===== src/sv/emhc_pkg.sv =====
`timescale 1ns / 1ps
// Types and constants for the extruder motor and heater controller.
// No dependencies; emhc_core, the controller unit and the testbench import this package.
package emhc_pkg;

  typedef enum logic [1:0] {
    OP_COMMAND     = 2'd0,
    OP_HEAT_TICK   = 2'd1,
    OP_PIN_SAMPLE  = 2'd2,
    OP_TEMPERATURE = 2'd3
  } op_e;

  typedef enum logic [7:0] {
    CMD_VERSION     = 8'd0,
    CMD_RUN_FWD     = 8'd1,
    CMD_RUN_REV     = 8'd2,
    CMD_SETPOS      = 8'd3,
    CMD_POS_READ    = 8'd4,
    CMD_GOTO        = 8'd5,
    CMD_COAST       = 8'd6,
    CMD_ALERT_ADDR  = 8'd7,
    CMD_MAT_QUERY   = 8'd8,
    CMD_HEAT_CFG    = 8'd9,
    CMD_TEMP_READ   = 8'd10,
    CMD_FAN_SET     = 8'd11,
    CMD_PWM_PERIOD  = 8'd50
  } cmd_e;

  typedef enum logic [1:0] {
    MSG_NONE   = 2'd0,
    MSG_REPLY  = 2'd1,
    MSG_NOTIFY = 2'd2
  } msg_e;

  localparam logic [7:0] VERSION_HIGH  = 8'd2;
  localparam logic [7:0] BYTE_MAX      = 8'd255;
  localparam logic [7:0] PERIOD_RESET  = 8'd255;
  localparam logic [7:0] NOTIFY_RESET  = 8'd255;
  localparam logic [7:0] EMPTY_FLAG    = 8'd1;

  typedef struct packed {
    logic       fwd;
    logic       rev;
    logic       pwm_on;
    logic [7:0] duty;
    logic [7:0] period_now;
  } motor_t;

  localparam motor_t MOTOR_OFF = '{fwd: 1'b0, rev: 1'b0, pwm_on: 1'b0,
                                   duty: 8'd0, period_now: PERIOD_RESET};

  typedef struct packed {
    logic [1:0] operation;
    logic [7:0] command_code;
    logic [7:0] arg_first;
    logic [7:0] arg_second;
    logic [7:0] arg_third;
    logic [7:0] arg_fourth;
    logic       opto_level;
    logic       material_level;
    logic [7:0] temperature_count;
    logic [7:0] reference_count;
  } in_item_t;

  typedef struct packed {
    logic [1:0] message_kind;
    logic [7:0] notify_target;
    logic [7:0] reply_kind;
    logic [7:0] reply_low;
    logic [7:0] reply_high;
    motor_t     motor;
    logic       heater_on;
    logic       cooler_on;
  } out_item_t;

  function automatic motor_t drive_f(logic [7:0] speed, logic dir, logic [7:0] period);
    motor_t m;
    if (speed == 8'd0) begin
      m = MOTOR_OFF;
    end else begin
      m.fwd        = ~dir;
      m.rev        = dir;
      m.pwm_on     = 1'b1;
      m.duty       = speed;
      m.period_now = (speed == BYTE_MAX) ? 8'd0 : period;
    end
    return m;
  endfunction

endpackage


===== src/sv/emhc_in_if.sv =====
`timescale 1ns / 1ps
// Input channel of the extruder controller: valid/ready plus item fields.
// No dependencies.
interface emhc_in_if;
  logic       valid;
  logic       ready;
  logic [1:0] operation;
  logic [7:0] command_code;
  logic [7:0] arg_first;
  logic [7:0] arg_second;
  logic [7:0] arg_third;
  logic [7:0] arg_fourth;
  logic       opto_level;
  logic       material_level;
  logic [7:0] temperature_count;
  logic [7:0] reference_count;

  modport source (output valid, operation, command_code, arg_first, arg_second,
                  arg_third, arg_fourth, opto_level, material_level,
                  temperature_count, reference_count, input ready);
  modport sink (input valid, operation, command_code, arg_first, arg_second,
                arg_third, arg_fourth, opto_level, material_level,
                temperature_count, reference_count, output ready);
endinterface


===== src/sv/emhc_out_if.sv =====
`timescale 1ns / 1ps
// Result channel of the extruder controller: valid/ready plus result fields.
// No dependencies.
interface emhc_out_if;
  logic       valid;
  logic       ready;
  logic [1:0] message_kind;
  logic [7:0] notify_target;
  logic [7:0] reply_kind;
  logic [7:0] reply_low;
  logic [7:0] reply_high;
  logic       forward_enable;
  logic       reverse_enable;
  logic       pwm_enable;
  logic [7:0] pwm_duty;
  logic [7:0] pwm_period_now;
  logic       heater_on;
  logic       cooler_on;

  modport source (output valid, message_kind, notify_target, reply_kind, reply_low,
                  reply_high, forward_enable, reverse_enable, pwm_enable, pwm_duty,
                  pwm_period_now, heater_on, cooler_on, input ready);
  modport sink (input valid, message_kind, notify_target, reply_kind, reply_low,
                reply_high, forward_enable, reverse_enable, pwm_enable, pwm_duty,
                pwm_period_now, heater_on, cooler_on, output ready);
endinterface


===== src/sv/emhc_core.sv =====
`timescale 1ns / 1ps
// Controller state and the single-pass decision logic for one item.
// Depends on emhc_pkg.
module emhc_core #(
  parameter int POSITION_WIDTH = 16
) (
  input  logic               clk_i,
  input  logic               rst_ni,
  input  logic               step_i,
  input  emhc_pkg::in_item_t item_i,
  output emhc_pkg::out_item_t result_o
);
  import emhc_pkg::*;

  localparam int PW = POSITION_WIDTH;

  logic          motor_reverse_q, motor_reverse_d;
  logic [7:0]    seek_rate_q, seek_rate_d;
  logic [7:0]    notify_addr_q, notify_addr_d;
  logic          prev_opto_q, prev_opto_d;
  logic          prev_mat_q, prev_mat_d;
  logic [PW-1:0] pos_q, pos_d;
  logic [PW-1:0] goal_q, goal_d;
  logic [7:0]    pow_low_q, pow_low_d;
  logic [7:0]    pow_cold_q, pow_cold_d;
  logic [7:0]    lim_med_q, lim_med_d;
  logic [7:0]    lim_crit_q, lim_crit_d;
  logic [7:0]    phase_q, phase_d;
  logic [7:0]    temp_q, temp_d;
  logic [7:0]    ref_q, ref_d;
  logic [7:0]    period_q, period_d;
  motor_t        motor_q, motor_d;
  logic          heater_q, heater_d;
  logic          cooler_q, cooler_d;

  logic [31:0]   set_wide;
  logic [31:0]   seek_wide;
  logic [31:0]   pos_wide;
  logic [PW-1:0] seek_goal;
  logic [PW-1:0] pos_step;
  logic          seek_dir;

  assign set_wide  = {16'd0, item_i.arg_second, item_i.arg_first};
  assign seek_wide = {16'd0, item_i.arg_third, item_i.arg_second};
  assign pos_wide  = 32'(pos_q);
  assign seek_goal = seek_wide[PW-1:0];
  assign seek_dir  = $signed(pos_q) > $signed(seek_goal);
  assign pos_step  = motor_reverse_q ? pos_q - PW'(1) : pos_q + PW'(1);

  always_comb begin
    motor_reverse_d = motor_reverse_q;
    seek_rate_d     = seek_rate_q;
    notify_addr_d   = notify_addr_q;
    prev_opto_d     = prev_opto_q;
    prev_mat_d      = prev_mat_q;
    pos_d           = pos_q;
    goal_d          = goal_q;
    pow_low_d       = pow_low_q;
    pow_cold_d      = pow_cold_q;
    lim_med_d       = lim_med_q;
    lim_crit_d      = lim_crit_q;
    phase_d         = phase_q;
    temp_d          = temp_q;
    ref_d           = ref_q;
    period_d        = period_q;
    motor_d         = motor_q;
    heater_d        = heater_q;
    cooler_d        = cooler_q;
    result_o        = '0;

    case (item_i.operation)
      OP_COMMAND: begin
        case (item_i.command_code)
          CMD_VERSION: begin
            result_o.message_kind = MSG_REPLY;
            result_o.reply_kind   = CMD_VERSION;
            result_o.reply_high   = VERSION_HIGH;
          end
          CMD_RUN_FWD, CMD_RUN_REV: begin
            motor_d = drive_f(item_i.arg_first, item_i.command_code == CMD_RUN_REV,
                              period_q);
            if (item_i.arg_first != 8'd0) begin
              motor_reverse_d = item_i.command_code == CMD_RUN_REV;
            end
          end
          CMD_SETPOS: pos_d = set_wide[PW-1:0];
          CMD_POS_READ: begin
            result_o.message_kind = MSG_REPLY;
            result_o.reply_kind   = CMD_POS_READ;
            result_o.reply_low    = pos_wide[7:0];
            result_o.reply_high   = pos_wide[15:8];
          end
          CMD_GOTO: begin
            goal_d = seek_goal;
            if (seek_goal != pos_q) begin
              seek_rate_d = item_i.arg_first;
              motor_d     = drive_f(item_i.arg_first, seek_dir, period_q);
              if (item_i.arg_first != 8'd0) begin
                motor_reverse_d = seek_dir;
              end
            end
          end
          CMD_COAST:      motor_d = MOTOR_OFF;
          CMD_ALERT_ADDR: notify_addr_d = item_i.arg_first;
          CMD_MAT_QUERY: begin
            result_o.message_kind = MSG_REPLY;
            result_o.reply_kind   = CMD_MAT_QUERY;
            result_o.reply_low    = {7'd0, ~item_i.material_level};
          end
          CMD_HEAT_CFG: begin
            pow_low_d  = item_i.arg_first;
            pow_cold_d = item_i.arg_second;
            lim_med_d  = item_i.arg_third;
            lim_crit_d = item_i.arg_fourth;
          end
          CMD_TEMP_READ: begin
            result_o.message_kind = MSG_REPLY;
            result_o.reply_kind   = CMD_TEMP_READ;
            result_o.reply_low    = temp_q;
            result_o.reply_high   = ref_q;
          end
          CMD_FAN_SET: cooler_d = item_i.arg_first != 8'd0;
          CMD_PWM_PERIOD: begin
            period_d           = item_i.arg_first;
            motor_d.period_now = item_i.arg_first;
          end
          default: ;
        endcase
      end
      OP_HEAT_TICK: begin
        if (temp_q <= lim_crit_q) begin
          heater_d = 1'b0;
        end else if (temp_q <= lim_med_q && phase_q >= pow_low_q && pow_low_q != BYTE_MAX) begin
          heater_d = 1'b0;
        end else if (temp_q > lim_med_q && phase_q >= pow_cold_q
                     && pow_cold_q != BYTE_MAX) begin
          heater_d = 1'b0;
        end else begin
          heater_d = 1'b1;
        end
        phase_d = phase_q + 8'd1;
      end
      OP_PIN_SAMPLE: begin
        if (item_i.opto_level && !prev_opto_q) begin
          pos_d = pos_step;
          if (seek_rate_q != 8'd0 && pos_step == goal_q) begin
            seek_rate_d = 8'd0;
            motor_d     = MOTOR_OFF;
          end
        end
        if (!item_i.material_level && prev_mat_q && notify_addr_q != NOTIFY_RESET) begin
          result_o.message_kind  = MSG_NOTIFY;
          result_o.notify_target = notify_addr_q;
          result_o.reply_kind    = CMD_MAT_QUERY;
          result_o.reply_low     = EMPTY_FLAG;
        end
        prev_opto_d = item_i.opto_level;
        prev_mat_d  = item_i.material_level;
      end
      default: begin
        temp_d = item_i.temperature_count;
        ref_d  = item_i.reference_count;
      end
    endcase

    result_o.motor     = motor_d;
    result_o.heater_on = heater_d;
    result_o.cooler_on = cooler_d;
  end

  always_ff @(posedge clk_i or negedge rst_ni) begin
    if (!rst_ni) begin
      motor_reverse_q <= 1'b0;
      seek_rate_q     <= 8'd0;
      notify_addr_q   <= NOTIFY_RESET;
      prev_opto_q     <= 1'b0;
      prev_mat_q      <= 1'b0;
      pos_q           <= '0;
      goal_q          <= '0;
      pow_low_q       <= 8'd0;
      pow_cold_q      <= 8'd0;
      lim_med_q       <= 8'd0;
      lim_crit_q      <= 8'd0;
      phase_q         <= 8'd0;
      temp_q          <= 8'd0;
      ref_q           <= 8'd0;
      period_q        <= PERIOD_RESET;
      motor_q         <= MOTOR_OFF;
      heater_q        <= 1'b0;
      cooler_q        <= 1'b0;
    end else if (step_i) begin
      motor_reverse_q <= motor_reverse_d;
      seek_rate_q     <= seek_rate_d;
      notify_addr_q   <= notify_addr_d;
      prev_opto_q     <= prev_opto_d;
      prev_mat_q      <= prev_mat_d;
      pos_q           <= pos_d;
      goal_q          <= goal_d;
      pow_low_q       <= pow_low_d;
      pow_cold_q      <= pow_cold_d;
      lim_med_q       <= lim_med_d;
      lim_crit_q      <= lim_crit_d;
      phase_q         <= phase_d;
      temp_q          <= temp_d;
      ref_q           <= ref_d;
      period_q        <= period_d;
      motor_q         <= motor_d;
      heater_q        <= heater_d;
      cooler_q        <= cooler_d;
    end
  end

endmodule


===== src/sv/extruder_motor_heater_controller_unit.sv =====
`timescale 1ns / 1ps
// Extruder motor and heater controller: input register, decision core and
// result register. Depends on emhc_pkg, emhc_in_if, emhc_out_if, emhc_core.
//
// Usage:
//   in_i carries one item per handshake: a host command with four argument
//   bytes, a heater tick, a sample of the opto and material pins, or a new
//   temperature measurement. out_o returns exactly one result per item:
//   an optional reply or notification plus the motor, heater and cooler
//   outputs as they stand after that item.
//   From the input handshake an item waits in the input register, then passes
//   through the decision logic into the result register; out_o.valid rises
//   when the result register is loaded, which waits while out_o stalls.
//   Throughput is one item per cycle while out_o does not stall, set by the
//   single decision pass over the controller state registers.
//   When out_o stalls, one result waits in the result register and one item
//   waits in the input register; in_i.ready then drops until the result is
//   taken. No item is lost or repeated.
//   Reset empties both registers and returns the state to motor off with
//   period 255, notify address 255, heater and cooler off, position zero.
module extruder_motor_heater_controller_unit #(
  parameter int POSITION_WIDTH = 16
) (
  input  logic         clk_i,
  input  logic         rst_ni,
  emhc_in_if.sink      in_i,
  emhc_out_if.source   out_o
);
  import emhc_pkg::*;

  in_item_t  in_q;
  logic      in_valid_q;
  out_item_t out_q;
  logic      out_valid_q;
  out_item_t result;
  logic      step;
  logic      in_take;

  assign step     = in_valid_q && (!out_valid_q || out_o.ready);
  assign in_i.ready = !in_valid_q || step;
  assign in_take  = in_i.valid && in_i.ready;

  emhc_core #(
    .POSITION_WIDTH(POSITION_WIDTH)
  ) u_core (
    .clk_i    (clk_i),
    .rst_ni   (rst_ni),
    .step_i   (step),
    .item_i   (in_q),
    .result_o (result)
  );

  always_ff @(posedge clk_i or negedge rst_ni) begin
    if (!rst_ni) begin
      in_valid_q  <= 1'b0;
      out_valid_q <= 1'b0;
    end else begin
      if (in_i.ready) begin
        in_valid_q <= in_i.valid;
      end
      if (step) begin
        out_valid_q <= 1'b1;
      end else if (out_o.ready) begin
        out_valid_q <= 1'b0;
      end
    end
  end

  always_ff @(posedge clk_i) begin
    if (in_take) begin
      in_q.operation         <= in_i.operation;
      in_q.command_code      <= in_i.command_code;
      in_q.arg_first         <= in_i.arg_first;
      in_q.arg_second        <= in_i.arg_second;
      in_q.arg_third         <= in_i.arg_third;
      in_q.arg_fourth        <= in_i.arg_fourth;
      in_q.opto_level        <= in_i.opto_level;
      in_q.material_level    <= in_i.material_level;
      in_q.temperature_count <= in_i.temperature_count;
      in_q.reference_count   <= in_i.reference_count;
    end
    if (step) begin
      out_q <= result;
    end
  end

  assign out_o.valid          = out_valid_q;
  assign out_o.message_kind   = out_q.message_kind;
  assign out_o.notify_target  = out_q.notify_target;
  assign out_o.reply_kind     = out_q.reply_kind;
  assign out_o.reply_low      = out_q.reply_low;
  assign out_o.reply_high     = out_q.reply_high;
  assign out_o.forward_enable = out_q.motor.fwd;
  assign out_o.reverse_enable = out_q.motor.rev;
  assign out_o.pwm_enable     = out_q.motor.pwm_on;
  assign out_o.pwm_duty       = out_q.motor.duty;
  assign out_o.pwm_period_now = out_q.motor.period_now;
  assign out_o.heater_on      = out_q.heater_on;
  assign out_o.cooler_on      = out_q.cooler_on;

endmodule


===== src/flat_wrapper.sv =====
// flat-port wrapper written by rule: the top's interface ports become plain ports
module extruder_motor_heater_controller_unit_flat import emhc_pkg::*;
#(
  parameter int POSITION_WIDTH = 16
)
  (clk_i, rst_ni, in_i_valid, in_i_operation, in_i_command_code, in_i_arg_first, in_i_arg_second, in_i_arg_third, in_i_arg_fourth, in_i_opto_level, in_i_material_level, in_i_temperature_count, in_i_reference_count, in_i_ready, out_o_valid, out_o_message_kind, out_o_notify_target, out_o_reply_kind, out_o_reply_low, out_o_reply_high, out_o_forward_enable, out_o_reverse_enable, out_o_pwm_enable, out_o_pwm_duty, out_o_pwm_period_now, out_o_heater_on, out_o_cooler_on, out_o_ready);
  emhc_in_if in_i_i ();
  emhc_out_if out_o_i ();
  input  logic clk_i;
  input  logic rst_ni;
  input wire logic [$bits(in_i_i.valid)-1:0] in_i_valid;
  input wire logic [$bits(in_i_i.operation)-1:0] in_i_operation;
  input wire logic [$bits(in_i_i.command_code)-1:0] in_i_command_code;
  input wire logic [$bits(in_i_i.arg_first)-1:0] in_i_arg_first;
  input wire logic [$bits(in_i_i.arg_second)-1:0] in_i_arg_second;
  input wire logic [$bits(in_i_i.arg_third)-1:0] in_i_arg_third;
  input wire logic [$bits(in_i_i.arg_fourth)-1:0] in_i_arg_fourth;
  input wire logic [$bits(in_i_i.opto_level)-1:0] in_i_opto_level;
  input wire logic [$bits(in_i_i.material_level)-1:0] in_i_material_level;
  input wire logic [$bits(in_i_i.temperature_count)-1:0] in_i_temperature_count;
  input wire logic [$bits(in_i_i.reference_count)-1:0] in_i_reference_count;
  output wire logic [$bits(in_i_i.ready)-1:0] in_i_ready;
  output wire logic [$bits(out_o_i.valid)-1:0] out_o_valid;
  output wire logic [$bits(out_o_i.message_kind)-1:0] out_o_message_kind;
  output wire logic [$bits(out_o_i.notify_target)-1:0] out_o_notify_target;
  output wire logic [$bits(out_o_i.reply_kind)-1:0] out_o_reply_kind;
  output wire logic [$bits(out_o_i.reply_low)-1:0] out_o_reply_low;
  output wire logic [$bits(out_o_i.reply_high)-1:0] out_o_reply_high;
  output wire logic [$bits(out_o_i.forward_enable)-1:0] out_o_forward_enable;
  output wire logic [$bits(out_o_i.reverse_enable)-1:0] out_o_reverse_enable;
  output wire logic [$bits(out_o_i.pwm_enable)-1:0] out_o_pwm_enable;
  output wire logic [$bits(out_o_i.pwm_duty)-1:0] out_o_pwm_duty;
  output wire logic [$bits(out_o_i.pwm_period_now)-1:0] out_o_pwm_period_now;
  output wire logic [$bits(out_o_i.heater_on)-1:0] out_o_heater_on;
  output wire logic [$bits(out_o_i.cooler_on)-1:0] out_o_cooler_on;
  input wire logic [$bits(out_o_i.ready)-1:0] out_o_ready;
  assign in_i_i.valid = in_i_valid;
  assign in_i_i.operation = in_i_operation;
  assign in_i_i.command_code = in_i_command_code;
  assign in_i_i.arg_first = in_i_arg_first;
  assign in_i_i.arg_second = in_i_arg_second;
  assign in_i_i.arg_third = in_i_arg_third;
  assign in_i_i.arg_fourth = in_i_arg_fourth;
  assign in_i_i.opto_level = in_i_opto_level;
  assign in_i_i.material_level = in_i_material_level;
  assign in_i_i.temperature_count = in_i_temperature_count;
  assign in_i_i.reference_count = in_i_reference_count;
  assign in_i_ready = in_i_i.ready;
  assign out_o_valid = out_o_i.valid;
  assign out_o_message_kind = out_o_i.message_kind;
  assign out_o_notify_target = out_o_i.notify_target;
  assign out_o_reply_kind = out_o_i.reply_kind;
  assign out_o_reply_low = out_o_i.reply_low;
  assign out_o_reply_high = out_o_i.reply_high;
  assign out_o_forward_enable = out_o_i.forward_enable;
  assign out_o_reverse_enable = out_o_i.reverse_enable;
  assign out_o_pwm_enable = out_o_i.pwm_enable;
  assign out_o_pwm_duty = out_o_i.pwm_duty;
  assign out_o_pwm_period_now = out_o_i.pwm_period_now;
  assign out_o_heater_on = out_o_i.heater_on;
  assign out_o_cooler_on = out_o_i.cooler_on;
  assign out_o_i.ready = out_o_ready;
  extruder_motor_heater_controller_unit #(.POSITION_WIDTH(POSITION_WIDTH)) u_core (.clk_i(clk_i), .rst_ni(rst_ni), .in_i(in_i_i), .out_o(out_o_i));
endmodule

===== config.mk =====
export PLATFORM = sky130hd
export DESIGN_NAME = extruder_motor_heater_controller_unit_flat
export DESIGN_NICKNAME = d
export VERILOG_FILES = /design/src/sv/emhc_pkg.sv /design/src/sv/emhc_in_if.sv /design/src/sv/emhc_out_if.sv /design/src/sv/emhc_core.sv /design/src/sv/extruder_motor_heater_controller_unit.sv /design/src/flat_wrapper.sv
export SDC_FILE = /design/constraint.sdc
export NUM_CORES = 1
export LEC_CHECK = 0
export BUFFER_PORTS_ARGS = -buffer_cell sky130_fd_sc_hd__buf_2
export CORE_ASPECT_RATIO = 1.25
export CORE_MARGIN = 8
export CORE_UTILIZATION = 60
export CTS_CLUSTER_DIAMETER = 80
export DETAILED_ROUTE_END_ITERATION = 7
export PLACE_DENSITY = 0.89
export SYNTH_ARGS = -nofsm -noshare
export SYNTH_HDL_FRONTEND = slang
export SYNTH_HIERARCHICAL = 1
export SYNTH_SLANG_ARGS = --single-unit

===== constraint.sdc =====
create_clock -name clk_i -period 5.4 [get_ports clk_i]
set_clock_uncertainty 0.2 [all_clocks]
set_input_delay 1.08 -clock clk_i [delete_from_list [all_inputs] [get_ports clk_i]]
set_output_delay 1.08 -clock clk_i [all_outputs]
set_load 0.005 [all_outputs]

==> reports/metrics.yaml <==
setup_path:
  arrival_ns: 4.64
  crit_buf_inv: 1
  critPathTopFamily: "simple AND/OR/NAND/NOR gates"
  end_kind: "flip-flop"
  crit_path_cell_trace: "inv_1 -> fa_1 -> nand2b_1 -> a211oi_2 -> nor2_1 -> xnor3_4 -> nor4_1 -> and4_1 -> nand3b_1 -> nor2_1 -> o21ai_1"
  crit_slowest_cell: "nor2_1"
  reg2reg_depth: 11
  worstPathMaxFanout: 17
  critical_path.startpoint_type: "flip-flop"
  rrSetupSlack_ns: 0.92
  cp.depth: 11
  r2r-start: "u_core/u_core/motor_reverse_q"
  crit_path_max_incr_delay_ns: 0.81
  crit_type: "reg2reg"
  cpMostUsedCell: "nor2_1"
  regToRegEndpoint: "u_core/u_core/motor_q[14]"
  required_ns: 5.56
grt:
  grt_start_max_net_pins: 112
  grtUsageTotal_pct: 23.7
  antenna_found_initial: 0
  grt_pass1_vias: 9282
  overflow: 0
  grt_pass1_wl_microns: 48800
power_and_ir_drop:
  p_leak_nw: 6.14
  p_per_area_nw_per_um2: 373
  peakVddDrop_v: 0.000318
  finalPower_mw: 5.26
logic_synthesis:
  synth_seq_area_share_pct: 55.6
  synth_common_cells: "117 x nand2_1, 115 x edfxtp_1, 114 x dfrtp_1"
  syn-instance-count: 1090
  synthDistinctLibCells: 77
  synth_most_common_cell: "nand2_1"
  synth_compound_area_share_pct: 13.1
  synth_ff_type: "edfxtp_1"
  yosys.area.top_type: "edfxtp_1"
  synth_warnings: 6
  synth_area_sq_um: 12500
  yosys_register_bits: 253
  synth_top_family_by_area: "compound AO/OA/AOI/OAI gates"
  synth.top_cell.area_share_pct: 27.7
  synth-async-reset-ratio_pct: 54.5
  synth.mux.area_fraction_pct: 5.83
  synth_adder_area_share_pct: 6.48
  synthXorXnorAreaFrac_pct: 3.40
  syn_area_per_cell_sq_um: 11.4
  synth_area_leaders: "edfxtp_1 28%, dfrtp_1 23%, ha_1 6.3%"
  synth_edf_count: 115
  synth-simple-area-share_pct: 11.9
floorplanning:
  die_h_microns: 177
  ios: 121
  core-area_sq_um: 20600
  rows: 59
  dieArea_sq_um: 25700
  dieWidth_microns: 145
  start_util_pct: 60.6
sta:
  finalHoldViolCount: 0
  clock.fmax_mhz: 223
  fin_crit_sh_pct: 83.0
  min_period_ns: 4.48
  holdWs_ns: 0.274
  max_slew.worst_pin.slew_ns: 1.22
  rsz0062_at_grt: "false"
  slew_headroom_pct: 18.4
  finalMaxSlewViolations: 0
  finalSetupTns_ns: 0
  setup_violations: 0
placed_design:
  portBuffers: 120
  place_congestion: 0.930
  hpwlAfterDp_microns: 22300
  placedCellCount: 1451
finish:
  register_area_sq_um: 6940
  drive_gt1_share_pct: 22.0
  stdcell_count: 1496
  nFillCells: 1479
  final_util_pct: 68.5
  area_delta_synth_final_pct: 13.1
  nets: 1332
  antenna_cells: 0
  multiInputGateArea_sq_um: 5100
clock_network:
  ctsHoldBuffers: 0
  cts_setup_buffers: 0
  postCtsResizedCells: 0
  clockBufferDepth: 3
  htreeDepth: 1
  cts_sinks: 253
  ctsRootBufferMaster: "clkbuf_16"
  tritoncts: "built"
  path_clk_slew_ns: 0.06
  cts_made_buffers: 25
  clock_latency_ns: 0.52
detailed_routing:
  vias: 8958
  vias_per_cell: 5.99
  finalWirelength_microns: 31000
  wire_per_inst_microns: 20.7
  final_antenna_net_count: 0
  drc: 0
  first_pass_iters: 6
  drtIter0Drc: 832
flow_run:
  drv_cap: 0
worst_hold_path:
  hp-class: "reg2reg"
  hold_depth: 1
  min_to: "u_core/u_core/ref_q[2]"
  hp-start: "u_core/in_q[2]"
run_status:
  status: "completed"
## flip-flops by register name, indices dropped and copies added (netlist names), 16 cells and up
register	cells
u_core/u_core/pos_q	16
u_core/u_core/motor_q	19
u_core/u_core/goal_q	16
u_core/in_q	60
## layer usage
metal | wire length [microns] | global-route usage (%)
met2 | 16000 | 43.3
met5 | 0 | 0
met3 | 1840 | 3.97
met1 | 11700 | 26.3
met4 | 1480 | 12.2
## cell usage in the layout (no fill, tap or decap), drive strengths merged, types with 11 or more instances in the layout
cell type,n
buf,132
dfrtp,114
xor2,15
nand2b,12
xnor2,20
mux2i,13
a22oi,14
o21ai,74
inv,65
nand3,24
a21o,21
nor2,71
edfxtp,115
nand4,16
ha,63
nor3,11
and2,16
a21oi,50
nand2,119
clkbuf,34
mux2,53
dfstp,24
## per-stage QoR
step	setup slack (ns)	area (sq um)
finish	0.920	14100
floorplan	0.768	12500
detailed placement	0.979	13300
CTS	0.973	14100
global route	0.656	14100
global placement	1.09	13300
## cells by family after synthesis
kind of cell | after synthesis
AND/OR/NAND/NOR | 309
flip-flops | 253
AO/OA/AOI/OAI | 245
buffers and inverters | 113
multiplexers | 66
adder cells (fa/ha/maj) | 64
XOR/XNOR | 39
other | 1
## cell type report
| cell class | count | share of cell area, % |
|---|---|---|
| Sequential cell | 253 | 49.2 |
| Inverter | 64 | 1.70 |
| Multi-Input combinational cell | 728 | 36.1 |
| Timing Repair Buffer | 132 | 4.94 |
| Tap cell | 274 | 2.43 |
| Clock buffer | 34 | 4.96 |
| Clock inverter | 11 | 0.648 |
## how the worst max path moves through the flow
| stage | startpoint | to | slack, ns |
|---|---|---|---|
| after floorplan | out_o_ready | u_core/u_core/pos_q[3] | 0.77 |
| after global placement | u_core/u_core/motor_reverse_q | u_core/out_o.forward_enable | 1.09 |
| after detailed placement | u_core/u_core/motor_reverse_q | u_core/u_core/motor_q[13] | 0.98 |
| after CTS | u_core/u_core/motor_reverse_q | u_core/u_core/motor_q[14] | 0.97 |
| after global routing | u_core/u_core/motor_reverse_q | u_core/u_core/motor_q[15] | 0.66 |
| final | u_core/u_core/motor_reverse_q | u_core/u_core/motor_q[14] | 0.92 |
## where the power goes
| part | internal, mW | switching [mW] |
|---|---|---|
| Sequential | 2.27 | 0.246 |
| Combinational | 0.481 | 0.591 |
| Clock | 0.957 | 0.715 |
Power figures use the tool's default switching activity.
